`config.mk`:
```
export PLATFORM = sky130hd
export DESIGN_NAME = swm_cell
export DESIGN_NICKNAME = d
export VERILOG_FILES = /design/src/hw/rtl/swm_pkg.sv /design/src/hw/rtl/swm_cell.sv
export SDC_FILE = /design/constraint.sdc
export NUM_CORES = 1
export LEC_CHECK = 0
export BUFFER_PORTS_ARGS = -buffer_cell sky130_fd_sc_hd__buf_2
export CORE_UTILIZATION = 25
export DETAILED_ROUTE_END_ITERATION = 7
export HOLD_SLACK_MARGIN = 0.03
export SLEW_MARGIN = 20
export SYNTH_ARGS = -nofsm -noshare
export SYNTH_HDL_FRONTEND = slang
export SYNTH_SLANG_ARGS = --single-unit
```
`constraint.sdc`:
```
create_clock -name i_clk -period 6.59 [get_ports i_clk]
set_input_delay 0.3295 -clock i_clk [delete_from_list [all_inputs] [get_ports i_clk]]
set_output_delay 0.3295 -clock i_clk [all_outputs]
set_load 0.005 [all_outputs]
```
`src/hw/rtl/swm_pkg.sv`:
```
package swm_pkg;

    localparam int WINDOW_MAX  = 1024;
    localparam int SAMPLE_BITS = 32;
    localparam int LEN_BITS    = 11;
    localparam int SLOT_BITS   = (WINDOW_MAX > 1) ? $clog2(WINDOW_MAX) : 1;
    localparam int CNT_BITS    = $clog2(WINDOW_MAX + 1);

    typedef struct packed {
        logic                   v;
        logic [SAMPLE_BITS-1:0] d;
        logic [SLOT_BITS-1:0]   a;
    } t_entry;

    typedef struct packed {
        logic                   clr;
        logic                   ins;
        logic                   shift;
        logic [SAMPLE_BITS-1:0] x;
        logic [CNT_BITS-1:0]    len;
    } t_ctl;

    // zero acts as one, values past the store depth saturate
    function automatic logic [CNT_BITS-1:0] eff_len(input logic [LEN_BITS-1:0] len);
        int unsigned n;
        n = 32'(len);
        if (n == 0) begin
            n = 1;
        end
        if (n > WINDOW_MAX) begin
            n = WINDOW_MAX;
        end
        return CNT_BITS'(n);
    endfunction

endpackage

```
`src/hw/rtl/swm_cell.sv`:
```
module swm_cell import swm_pkg::*; (
    input  logic   i_clk,
    input  logic   i_rst_n,
    input  t_ctl   i_ctl,
    input  t_entry i_next,
    input  logic   i_next_keep,
    input  logic   i_prev_keep,
    output t_entry o_entry,
    output t_entry o_entry_nxt,
    output logic   o_keep,
    output logic   o_keep_shift
);

    t_entry              r_entry;
    t_entry              n_entry;
    t_entry              w_src;
    logic                w_src_keep;
    logic [CNT_BITS-1:0] w_age_inc;

    assign w_age_inc = CNT_BITS'(r_entry.a) + CNT_BITS'(1);

    // survives if older and strictly smaller than the incoming sample, and still in window
    assign o_keep = r_entry.v
                 && ($signed(r_entry.d) < $signed(i_ctl.x))
                 && (w_age_inc < i_ctl.len);

    assign w_src        = i_ctl.shift ? i_next : r_entry;
    assign w_src_keep   = i_ctl.shift ? i_next_keep : o_keep;
    assign o_keep_shift = w_src_keep;

    always_comb begin
        n_entry = r_entry;
        if (i_ctl.clr) begin
            n_entry.v = 1'b0;
        end else if (i_ctl.ins) begin
            if (w_src_keep) begin
                n_entry   = w_src;
                n_entry.a = w_src.a + SLOT_BITS'(1);
            end else if (i_prev_keep) begin
                n_entry.v = 1'b1;
                n_entry.d = i_ctl.x;
                n_entry.a = '0;
            end else begin
                n_entry.v = 1'b0;
            end
        end
    end

    always_ff @(posedge i_clk) begin
        if (!i_rst_n) begin
            r_entry.v <= 1'b0;
        end else begin
            r_entry <= n_entry;
        end
    end

    assign o_entry     = r_entry;
    assign o_entry_nxt = n_entry;

endmodule

```
### Word level (Yosys, flattened, before mapping)

Index checks and enable logic that the tools add are counted.

* register bits: 43
* input bits: 93
* output and inout port bits: 88
* logic and storage cells: 17

* add/sub/neg operators: 2
* magnitude comparators: 2
* muxes and demuxes: 8
* reduce and logical (&&, ||, !) cells: 2

Operator list (count)
* $mux W43: 3
* $mux W42: 2
* $lt A32 B32 Y1: 1
* $add A10 B1 Y11 const B: 1
* $lt A11 B11 Y1: 1
* $add A10 B1 Y10 const B: 1
* $mux W1: 3
* $logic_and A1 B1 Y1: 2

### Longest topological paths before layout

Gate-level depths: netlist of run 1.

* depth after elaboration: 7
* depth in mapped cells: 14
* depth with buffers taken out: 12

### Least setup slack after synthesis of run 1

No wires, ideal clock.

* path type: register -> output
* start point: register r_entry, in the netlist o_entry[2]
* end point: output o_entry_nxt[11] (netlist bit)
* arrival time: 2.979 ns
* required time: 6.260 ns
* path slack: 3.282 ns
* stages on the path, launching flop included: 14
* buffers on the path: 1
* path through: edfxtp_1 inv_1 nor2_1 nand2_1 xnor2_1 ha_1 a21o_1 a211o_1 a41oi_2 o21ai_2 a211o_4 o211ai_4 buf_6 o221a_1

RTL lines
* start: declaration: RTL line swm_cell.sv:14 `t_entry r_entry;`
* start signal: assignment: RTL line swm_cell.sv:53 `r_entry <= n_entry;`
* end: declaration: RTL line swm_cell.sv:9 `output t_entry o_entry_nxt,`

==> results of run 1 <==
## final cells by class
cell class | instances | share of cell area
Sequential cell | 43 | 0.2424
Clock inverter | 3 | 0.007339
Tap cell | 216 | 0.05114
Multi-Input combinational cell | 307 | 0.4619
Clock buffer | 5 | 0.02367
Inverter | 54 | 0.03835
Timing Repair Buffer | 183 | 0.1752
## layout by cell type, fill, tap and decap left out, types with 3 or more instances in the layout
cell type,netlist,final
sky130_fd_sc_hd__xor2_1,4,4
sky130_fd_sc_hd__nand4_1,15,15
sky130_fd_sc_hd__a22oi_1,4,4
sky130_fd_sc_hd__ha_1,43,43
sky130_fd_sc_hd__nand2_1,21,21
sky130_fd_sc_hd__a31oi_1,4,4
sky130_fd_sc_hd__nor3_1,6,6
sky130_fd_sc_hd__buf_2,2,179
sky130_fd_sc_hd__o31ai_1,3,3
sky130_fd_sc_hd__nor2_1,20,20
sky130_fd_sc_hd__and3b_1,4,4
sky130_fd_sc_hd__clkbuf_16,0,5
sky130_fd_sc_hd__buf_4,0,4
sky130_fd_sc_hd__o21ai_0,3,3
sky130_fd_sc_hd__a2111oi_0,7,7
sky130_fd_sc_hd__edfxtp_1,42,42
sky130_fd_sc_hd__a21oi_1,22,22
sky130_fd_sc_hd__inv_2,3,3
sky130_fd_sc_hd__nand2b_1,5,5
sky130_fd_sc_hd__nor2b_1,4,4
sky130_fd_sc_hd__inv_1,51,51
sky130_fd_sc_hd__xnor2_1,9,9
sky130_fd_sc_hd__o21ai_1,3,3
sky130_fd_sc_hd__o311ai_1,8,8
sky130_fd_sc_hd__and3_1,5,5
sky130_fd_sc_hd__or3_1,33,33
sky130_fd_sc_hd__nand3_1,13,13
sky130_fd_sc_hd__o221a_1,32,32
sky130_fd_sc_hd__o2111ai_1,3,3
## cells in the mapped netlist (all sizes together) (6+ instances only)
master and number:
a2111oi 7, a21oi 23, buf 10, clkbuf 10, edfxtp 42, ha 43, inv 54, nand2 21
nand3 13, nand4 15, nor2 20, nor3 6, o21ai 7, o221a 33, o311ai 8, or3 33
xnor2 9
## metrics by stage
stage | hold WS, ps | setup slack (ps) | cell area, µm² | util
after floorplan | 442.0 | 3282 | 4040 | -
after global placement | 632.4 | 2257 | 5119 | 0.3234
after detailed placement | 631.6 | 2210 | 5119 | 0.3234
after CTS | 322.9 | 1864 | 5283 | 0.3338
after global routing | 345.6 | 1602 | 5285 | 0.3339
final | 339.0 | 1946 | 5285 | 0.3339
## per-layer routing
layer / up-vias / global-route usage
li1: 2004 / -
met1: 1967 / 0.2083
met2: 151 / 0.2549
met3: 12 / 0.02684
met4: 0 / 0.04637
met5: - / 0
## power groups by stage
stage               registers, W  logic (W)  clock network [W]
finish                  0.000358   0.000283           0.000292
global route            0.000361   0.000319           0.000312
global placement        0.000363   0.000284                  0
floorplan               0.000357   0.000159                  0
detailed placement      0.000363   0.000285                  0
CTS                     0.000357   0.000286           0.000303
## cell families after synthesis
kind of cell	Yosys count
simple gates	135
compound gates	113
buf+inv	74
fa+ha+maj	43
flops	43
xor+xnor	13
mux	3
## path summary, 6_finish.rpt
check | slack, ps | endpoint | depth (start not counted) | startpoint
setup reg to reg | 2550 | o_entry[40]$_DFFE_PP_ | 12 | o_entry[2]$_DFFE_PP_
hold reg to reg | 660 | o_entry[42]$_SDFF_PN0_ | 4 | o_entry[42]$_SDFF_PN0_
setup / recovery | 1950 | o_entry_nxt[40] | 13 | o_entry[2]$_DFFE_PP_
hold / removal | 340 | o_entry[42]$_SDFF_PN0_ | 2 | i_ctl[44]
==> run_results.csv, run 1 <==
group,metric,value,unit
outcome,outcome,"completed",
die,die_h,129.1,µm
critical_path,path_buf_inv,2,
critical_path,critical-path-max-stage-delay,810,ps
placement,dp_hpwl,9976,µm
die,ios,181,
critical_path,crit_slowest_cell,"sky130_fd_sc_hd__o211ai_4",
synthesis,synth_cells,424,
finish,largest_register_ffs,43,
finish,areaGrowthSynthToFinish,30.81,%
synthesis,synth-adder-area-share,0.1332,
drt,met1Wirelength,6314,µm
synthesis,yosysTopAreaCellShare,0.3122,
synthesis,yosys.area.top_type,"sky130_fd_sc_hd__edfxtp_1",
synthesis,synthSimpleGateAreaFrac,0.1824,
synthesis,synth_top_family_by_area,"compound AO/OA/AOI/OAI gates",
synthesis,synth.distinct_cells,60,
die,initial_utilization,0.2553,
clock_network,clock_tree.root_cell,"sky130_fd_sc_hd__clkbuf_16",
clock_network,cts-root-to-sink-buffers,2,
clock_network,cts_resized,0,
critical_path,worst_ep_arrival_time,4310,ps
critical_path,crit_family,"compound AO/OA/AOI/OAI gates",
synthesis,synth.yosys.seq_area_share,0.3171,
drt,drt_wl_total,13360,µm
drt,detailroute.wirelength.met2,6212,µm
die,die-area,0.01667,mm²
synthesis,synth.ff_latch_count,43,
synthesis,syn-cell-area,0.004040,mm²
finish,instances_no_fill,811,
critical_path,critical_path.max_fanout,32,
timing,min_period_over_period,0.7048,
timing,clock_skew,2.898,ps
drt,dr.max_layer_used,"met4",
timing,worst_slew_margin_rel,0.3070,
clock_network,cts_setup_buffers,0,
global_routing,grt_max_degree,44,
min_path,hp-class,"in2reg",
die,chipWidth,129.1,µm
drt,wire_per_inst,16.47,µm
timing,worst_pin_slew,1035,ps
synthesis,post_synth.cell_area_avg,9.529,µm²
synthesis,synth_mux_area_frac,0.008052,
synthesis,ys_warn_count,0,
synthesis,post_synth_main_area_contributors,"sky130_fd_sc_hd__edfxtp_1 (31%), sky130_fd_sc_hd__ha_1 (13%), sky130_fd_sc_hd__o221a_1 (8.9%)",
clock_network,clock_latency,290,ps
finish,nNetsFinal,730,
global_routing,global_route.overflow_total,0,
global_routing,grt.total_usage,0.1556,
drt,met3RoutedLength,681,µm
finish,fillerInstances,1643,
finish,seqCellArea,0.001281,mm²
finish,multiInputGateArea,0.002441,mm²
drt,final_antenna_net_count,0,
critical_path,worstSetupEndpointType,"primary output",
drt,drc,0,
synthesis,syn-num-nets,560,
timing,setup_viol,0,
drt,router_iterations_before_antenna_repair,4,
power_and_ir_drop,powerDensity,176.6,mW/mm²
die,core-area,0.01583,mm²
drt,detailroute.via_count,4134,
critical_path,timing.critical_path.required,6260,ps
synthesis,synth_compound_gate_area_share,0.2505,
clock_network,cts_tree,"built",
power_and_ir_drop,p_int,0.0006365,W
placement,post-place-cells,803,
power_and_ir_drop,power_leakage,2.369,nW
global_routing,antenna_found_initial,0,
synthesis,yosys.area_share.xor_xnor,0.02818,
synthesis,ys_async_sr_fraction,0,
placement,routabilityCongestion,0.8087,
global_routing,first_global_vias,3917,
die,row_count,46,
drt,drt-vias-per-instance,5.097,
drt,drc_violation_total_after_the_first_tritonroute_iteration,150,
timing,report.final.slew_viol_count,0,
power_and_ir_drop,comb_power_share,0.304,
critical_path,crit_path_cell_trace,"inv_1 -> nor2_1 -> nand2_1 -> xnor2_1 -> ha_1 -> a21o_1 -> a211o_1 -> a41oi_2 -> o21ai_2 -> a211o_4 -> o211ai_4 -> o221a_1 -> buf_2",
power_and_ir_drop,power_share_of_the_clock_group,0.313,
timing,rsz_0062_raised_after_global_routing,"no",
finish,antenna_cells_inserted,0,
power_and_ir_drop,p_seq_frac,0.383,
job,max_cap_violations,0,
power_and_ir_drop,peakVddDrop,0.00008522,V
clock_network,numCtsBuffers,5,
power_and_ir_drop,p_switching,0.0002967,W
synthesis,synthFlopType,"sky130_fd_sc_hd__edfxtp_1",
timing,finalWorstPathRequiredPeriod,4644,ps
placement,buffer_ports.inserted,180,
critical_path,worst_setup_path_start_kind,"flop",
timing,finalHoldViolations,0,
clock_network,cts_sinks,43,
timing,setup_tns,0,ps
clock_network,clk_pin_slew_worst_paths,60,ps
clock_network,clock_tree.htree_level_count,2,
power_and_ir_drop,p_total,0.0009332,W
synthesis,synth-edff-count,42,
power_and_ir_drop,power.share.switching,0.3180,
clock_network,postCtsHoldBufs,0,
timing,timing.fmax,215.3,MHz
critical_path,worstSetupPathType,"reg2out",
finish,drive_gt1_frac,0.3412,
global_routing,wire_length_of_the_first_global_routing_pass,20330,µm
Power figures use the tool's default switching activity.
==> inputs of run 2 (changes only) <==
Clock period 6.59 ns to 4.8 ns, I/O delays scaled along.
==> run_results.csv, run 2 (synthesis results as in run 1) <==
group,metric,value,unit
finish,areaGrowthSynthToFinish,31.31,%
clock_network,numCtsBuffers,5,
placement,buffer_ports.inserted,180,
global_routing,first_global_vias,3808,
critical_path,r2r.worst_path.cells,12,
global_routing,grt.total_usage,0.1568,
die,initial_utilization,0.2553,
drt,final_antenna_net_count,0,
clock_network,clock_tree.htree_level_count,2,
global_routing,global_route.overflow_total,0,
timing,worst_slew_margin_rel,0.3650,
clock_network,clock_latency,300,ps
power_and_ir_drop,powerDensity,243.3,mW/mm²
die,core-area,0.01583,mm²
drt,router_iterations_before_antenna_repair,4,
clock_network,cts_setup_buffers,0,
critical_path,worst_ep_arrival_time,4080,ps
drt,drt-vias-per-instance,5.006,
timing,setup_tns,0,ps
finish,drive_gt1_frac,0.3451,
timing,min_period_over_period,0.9006,
drt,drt_wl_total,13280,µm
timing,timing.fmax,231.3,MHz
timing,finalHoldViolations,0,
critical_path,crit-reg2reg-capture,"o_entry[16]$_DFFE_PP_",
critical_path,crit_family,"compound AO/OA/AOI/OAI gates",
critical_path,timing.critical_path.required,4560,ps
die,row_count,46,
global_routing,antenna_found_initial,0,
drt,detailroute.via_count,4070,
clock_network,cts_tree,"built",
critical_path,crit_path_cell_trace,"inv_1 -> nor2_1 -> and3_1 -> nand2_1 -> xnor2_1 -> ha_1 -> o2111ai_1 -> o21ai_2 -> a211oi_4 -> a21oi_4 -> o221a_1 -> buf_2",
clock_network,clk_pin_slew_worst_paths,60,ps
critical_path,timing.critical_path.depth,12,
power_and_ir_drop,power_leakage,2.381,nW
critical_path,setup.worst_path.end,"o_entry_nxt[16]",
critical_path,worstSetupPathType,"reg2out",
critical_path,crit_slowest_cell,"sky130_fd_sc_hd__a21oi_4",
global_routing,grt_max_degree,44,
critical_path,setup.reg_to_reg.worst_slack,920,ps
critical_path,setup.worst_path.start,"o_entry[2]$_DFFE_PP_",
power_and_ir_drop,comb_power_share,0.303,
power_and_ir_drop,peakVddDrop,0.0001162,V
finish,final_cell_mix,"sky130_fd_sc_hd__buf_2 (179), sky130_fd_sc_hd__inv_1 (51), sky130_fd_sc_hd__ha_1 (43)",
critical_path,critical_path.max_fanout,32,
outcome,outcome,"completed",
critical_path,path_buf_inv,2,
finish,finalCoreUtilization,0.3352,
timing,setup_viol,0,
critical_path,critical-path-max-stage-delay,790,ps
finish,layout_commonest_cell,"sky130_fd_sc_hd__buf_2",
placement,routabilityCongestion,0.7778,
finish,largest_register_ffs,43,
die,die_h,129.1,µm
finish,instances_no_fill,813,
timing,report.final.slew_viol_count,0,
placement,post-place-cells,805,
timing,rsz_0062_raised_after_global_routing,"no",
min_path,hp-class,"in2reg",
clock_network,cts-root-to-sink-buffers,2,
power_and_ir_drop,p_switching,0.0004130,W
drt,drc_violation_total_after_the_first_tritonroute_iteration,172,
timing,finalWorstPathRequiredPeriod,4323,ps
drt,drc,0,
power_and_ir_drop,p_int,0.0008777,W
critical_path,worstSetupEndpointType,"primary output",
die,chipWidth,129.1,µm
finish,antenna_cells_inserted,0,
clock_network,cts_sinks,43,
power_and_ir_drop,power.share.switching,0.3200,
power_and_ir_drop,power_share_of_the_clock_group,0.316,
clock_network,clock_tree.root_cell,"sky130_fd_sc_hd__clkbuf_16",
drt,wire_per_inst,16.33,µm
timing,worst_pin_slew,950.5,ps
finish,nNetsFinal,732,
die,ios,181,
timing,clock_skew,8.280,ps
global_routing,wire_length_of_the_first_global_routing_pass,20390,µm
job,max_cap_violations,0,
critical_path,worst_setup_path_start_kind,"flop",
clock_network,postCtsHoldBufs,0,
clock_network,cts_resized,0,
die,die-area,0.01667,mm²
placement,dp_hpwl,9933,µm
critical_path,regToRegStartpoint,"o_entry[2]$_DFFE_PP_",
power_and_ir_drop,p_seq_frac,0.380,
==> run 2: cell count changes in the layout (fill, tap and decap cells not counted) <==
cell	delta
sky130_fd_sc_hd__buf_4	+2
sky130_fd_sc_hd__clkinv_1	-1
sky130_fd_sc_hd__clkinv_4	+1
==> run 2: how the worst min path moves through the flow <==
stage,slack [ps],depth (start not counted),to,from
finish,240,2,o_entry[42]$_SDFF_PN0_,i_ctl[44]
detailed placement,540,2,o_entry[42]$_SDFF_PN0_,i_ctl[44]
floorplan,350,0,o_entry[0]$_DFFE_PP_,i_rst_n
global placement,530,2,o_entry[42]$_SDFF_PN0_,i_ctl[44]
global route,240,2,o_entry[42]$_SDFF_PN0_,i_ctl[44]
CTS,230,2,o_entry[42]$_SDFF_PN0_,i_ctl[44]
==> run 2: worst register-to-register path: stages (launching register included) <==
cell and delay (ps):
sky130_fd_sc_hd__edfxtp_1 520, sky130_fd_sc_hd__inv_1 100, sky130_fd_sc_hd__nor2_1 290, sky130_fd_sc_hd__nand2_1 110
sky130_fd_sc_hd__xnor2_1 140, sky130_fd_sc_hd__ha_1 310, sky130_fd_sc_hd__a21o_1 170, sky130_fd_sc_hd__a211o_1 310
sky130_fd_sc_hd__a41oi_2 190, sky130_fd_sc_hd__o21ai_2 180, sky130_fd_sc_hd__a211oi_4 560, sky130_fd_sc_hd__a21oi_4 340
sky130_fd_sc_hd__o221a_1 400
==> run 2: per-stage QoR <==
stage	hold slack [ps]	cell area, µm²	total power, W	setup slack, ps
final	236.3	5305	0.001291	477.3
after global routing	244.1	5305	0.001373	111.7
after CTS	228.1	5303	0.001312	391.9
after detailed placement	542.0	5134	0.0008913	739.4
after global placement	531.7	5134	0.0008895	716.4
after floorplan	352.5	4040	0.0007083	1581
==> run 2: cell type report <==
type,instances,area (µm²)
clock inverter,3,43.79
clock buffer,5,125.1
fill,1643,10520
inverter,54,202.7
multi-input combinational,307,2441
tap,216,270.3
sequential,43,1281
timing repair buffer,185,940.9
==> run 2: per-layer routing <==
layer / wire [µm] / part of all wire / track usage
met1: 6236 / 0.47 / 0.2112
met2: 6105 / 0.46 / 0.2609
met3: 841 / 0.063 / 0.02973
met4: 95 / 0.0072 / 0.03045
met5: 0 / 0 / 0
==> run 2: power by group through the flow <==
stage / combinational, W / sequential, W / clock (W)
detailed placement: 0.000393 / 0.000499 / 0
floorplan: 0.000218 / 0.000490 / 0
global placement: 0.000391 / 0.000499 / 0
CTS: 0.000394 / 0.000491 / 0.000427
global route: 0.000443 / 0.000496 / 0.000434
finish: 0.000392 / 0.000491 / 0.000408
==> inputs of run 3 (changes only) <==
Settings changed: ABC_AREA set to 1, PLACE_DENSITY set to 0.44.
==> run_results.csv, run 3 <==
group,metric,value,unit
global_routing,grt.total_usage,0.1607,
clock_network,cts_setup_buffers,0,
critical_path,worstSetupEndpointType,"primary output",
critical_path,worstSetupPathType,"reg2out",
placement,dp_hpwl,10860,µm
clock_network,cts_tree,"built",
drt,router_iterations_before_antenna_repair,5,
min_path,hp-class,"in2reg",
finish,multiInputGateArea,0.002679,mm²
drt,drt-vias-per-instance,4.548,
critical_path,critical_path.max_fanout,70,
timing,min_period_over_period,0.8443,
die,die_h,136.6,µm
drt,drc,0,
die,initial_utilization,0.2592,
timing,report.final.slew_viol_count,0,
finish,final_cell_mix,"sky130_fd_sc_hd__nand2_1 (202), sky130_fd_sc_hd__buf_2 (180), sky130_fd_sc_hd__inv_1 (105)",
power_and_ir_drop,p_total,0.001409,W
clock_network,numCtsBuffers,5,
timing,timing.fmax,246.7,MHz
clock_network,cts_sinks,43,
job,max_cap_violations,0,
clock_network,clock_tree.htree_level_count,2,
synthesis,syn-cell-area,0.004529,mm²
finish,largest_register_ffs,43,
power_and_ir_drop,powerDensity,244.4,mW/mm²
synthesis,yosysTopAreaCellShare,0.2785,
synthesis,synth.yosys.seq_area_share,0.2829,
synthesis,synth.ff_latch_count,43,
outcome,outcome,"completed",
timing,clock_skew,11.24,ps
synthesis,post_synth_main_area_contributors,"sky130_fd_sc_hd__edfxtp_1 (28%), sky130_fd_sc_hd__nand2_1 (17%), sky130_fd_sc_hd__ha_1 (12%)",
finish,nNetsFinal,973,
finish,drive_gt1_frac,0.2506,
synthesis,synth_cells,678,
synthesis,yosys.area.top_type,"sky130_fd_sc_hd__edfxtp_1",
placement,routabilityCongestion,0.7210,
clock_network,clock_tree.root_cell,"sky130_fd_sc_hd__clkbuf_16",
finish,antenna_cells_inserted,0,
critical_path,worst_ep_arrival_time,3810,ps
synthesis,synth.most_common_cell,"sky130_fd_sc_hd__nand2_1",
drt,final_antenna_net_count,0,
timing,setup_tns,0,ps
clock_network,clock_latency,300,ps
timing,final_critical_path_setup_slack,747.3,ps
drt,drc_violation_total_after_the_first_tritonroute_iteration,180,
clock_network,cts-root-to-sink-buffers,2,
global_routing,global_route.overflow_total,0,
die,ios,181,
global_routing,first_global_vias,4490,
placement,placedInstanceArea,0.005574,mm²
power_and_ir_drop,power_leakage,3.071,nW
global_routing,grt_max_degree,71,
global_routing,wire_length_of_the_first_global_routing_pass,23110,µm
timing,finalWorstPathRequiredPeriod,4053,ps
finish,areaGrowthSynthToFinish,27.24,%
die,die-area,0.01866,mm²
die,chipWidth,136.6,µm
drt,detailroute.via_count,4835,
finish,seqCellArea,0.001281,mm²
synthesis,syn-num-nets,814,
finish,layout_commonest_cell,"sky130_fd_sc_hd__nand2_1",
die,row_count,48,
synthesis,synth-edff-count,42,
synthesis,ys_async_sr_fraction,0,
finish,fin_area,0.005763,mm²
global_routing,antenna_found_initial,0,
synthesis,ys_warn_count,0,
timing,worst_pin_slew,786.4,ps
timing,finalHoldViolations,0,
synthesis,synth_common_cells,"sky130_fd_sc_hd__nand2_1 (202), sky130_fd_sc_hd__inv_1 (105), sky130_fd_sc_hd__o21ai_0 (75), sky130_fd_sc_hd__nor2_1 (44), sky130_fd_sc_hd__ha_1 (43)",
synthesis,post_synth.cell_area_avg,6.680,µm²
timing,setup_viol,0,
drt,drt_wl_total,14780,µm
finish,fillerInstances,1956,
placement,buffer_ports.inserted,180,
clock_network,clk_pin_slew_worst_paths,70,ps
clock_network,postCtsHoldBufs,0,
power_and_ir_drop,peakVddDrop,0.0001144,V
timing,rsz_0062_raised_after_global_routing,"no",
synthesis,synthFlopType,"sky130_fd_sc_hd__edfxtp_1",
drt,wire_per_inst,13.90,µm
placement,pre_cts_ws,1002,ps
critical_path,worst_setup_path_start_kind,"flop",
clock_network,cts_resized,0,
timing,worst_slew_margin_rel,0.4757,
synthesis,synth.distinct_cells,36,
critical_path,timing.critical_path.required,4560,ps
die,core-area,0.01748,mm²
## run 3: cell count changes in the layout (fill, tap and decap cells not counted), moves of 9 or more
cell                      delta
sky130_fd_sc_hd__o221a_1    -32
sky130_fd_sc_hd__nand3_1     +9
sky130_fd_sc_hd__o22ai_1    +32
sky130_fd_sc_hd__or3_1      -33
sky130_fd_sc_hd__nand2_1   +181
sky130_fd_sc_hd__nor2_1     +23
sky130_fd_sc_hd__o21ai_0    +72
sky130_fd_sc_hd__nand4_1    -12
sky130_fd_sc_hd__inv_1      +54
## run 3: worst paths after layout
path	from	to	slack, ps	cells after the start
setup / recovery	o_entry[2]$_DFFE_PP_	o_entry_nxt[10]	750	19
hold / removal	i_ctl[45]	o_entry[42]$_SDFF_PN0_	290	3
setup reg to reg	o_entry[2]$_DFFE_PP_	o_entry[10]$_DFFE_PP_	1270	18
hold reg to reg	o_entry[42]$_SDFF_PN0_	o_entry[42]$_SDFF_PN0_	560	2
## run 3: cell families (layout without fill, tap and decap cells)
| kind of cell | Yosys count | after routing | share of synthesized area |
|---|---|---|---|
| flip-flops | 43 | 43 | 0.2829 |
| AND/OR/NAND/NOR | 294 | 294 | 0.2704 |
| adder cells (fa/ha/maj) | 43 | 43 | 0.1188 |
| multiplexers | 1 | 1 | 0.002210 |
| AO/OA/AOI/OAI | 147 | 147 | 0.1771 |
| buffers and inverters | 139 | 299 | 0.1273 |
| XOR/XNOR | 11 | 11 | 0.02127 |
## run 3: metrics by stage
step                      utilization  instances  hold slack [ps]
after detailed placement       0.3189       1055            555.7
after floorplan                     -        678            349.2
final                          0.3298       1063            288.0
after global routing           0.3298       1063            313.7
after CTS                      0.3298       1063            277.2
after global placement         0.3189       1055            556.4
## run 3: per-layer routing
layer  vias to the layer above  global-route usage  part of all wire
met2                       107              0.2775              0.48
met4                         0             0.04444             0.010
met3                        10             0.02296             0.038
met1                      2183              0.2069              0.47
met5                         -                   0                 0
li1                       2535                   -                 -
## run 3: cell type report
class | instances | share of cell area
Timing Repair Buffer | 184 | 0.1615
Clock buffer | 6 | 0.02236
Inverter | 107 | 0.06969
Tap cell | 225 | 0.04885
Sequential cell | 43 | 0.2223
Multi-Input combinational cell | 496 | 0.4648
Clock inverter | 2 | 0.01042
## run 3: report_power, final
part           internal, W  switching (W)  total (W)
Combinational     0.000187       0.000260   0.000447
Sequential        0.000455      0.0000362   0.000492
Clock             0.000299       0.000171   0.000470
Total             0.000941       0.000467    0.00141
## run 3: worst max-delay path, stage by stage, from the launching register on
cell	delay, ps
sky130_fd_sc_hd__edfxtp_1	410
sky130_fd_sc_hd__inv_1	90
sky130_fd_sc_hd__nor3_1	360
sky130_fd_sc_hd__nand3_1	180
sky130_fd_sc_hd__nor3_1	300
sky130_fd_sc_hd__xor2_1	180
sky130_fd_sc_hd__inv_1	60
sky130_fd_sc_hd__ha_1	260
sky130_fd_sc_hd__nand2_1	60
sky130_fd_sc_hd__inv_1	40
sky130_fd_sc_hd__nand2_1	50
sky130_fd_sc_hd__nand2_1	60
sky130_fd_sc_hd__a21oi_2	180
sky130_fd_sc_hd__nand3_2	110
sky130_fd_sc_hd__nand2_2	100
sky130_fd_sc_hd__nand2_4	420
sky130_fd_sc_hd__nand2_1	210
sky130_fd_sc_hd__nand2_1	80
sky130_fd_sc_hd__o22ai_1	210
sky130_fd_sc_hd__buf_2	160
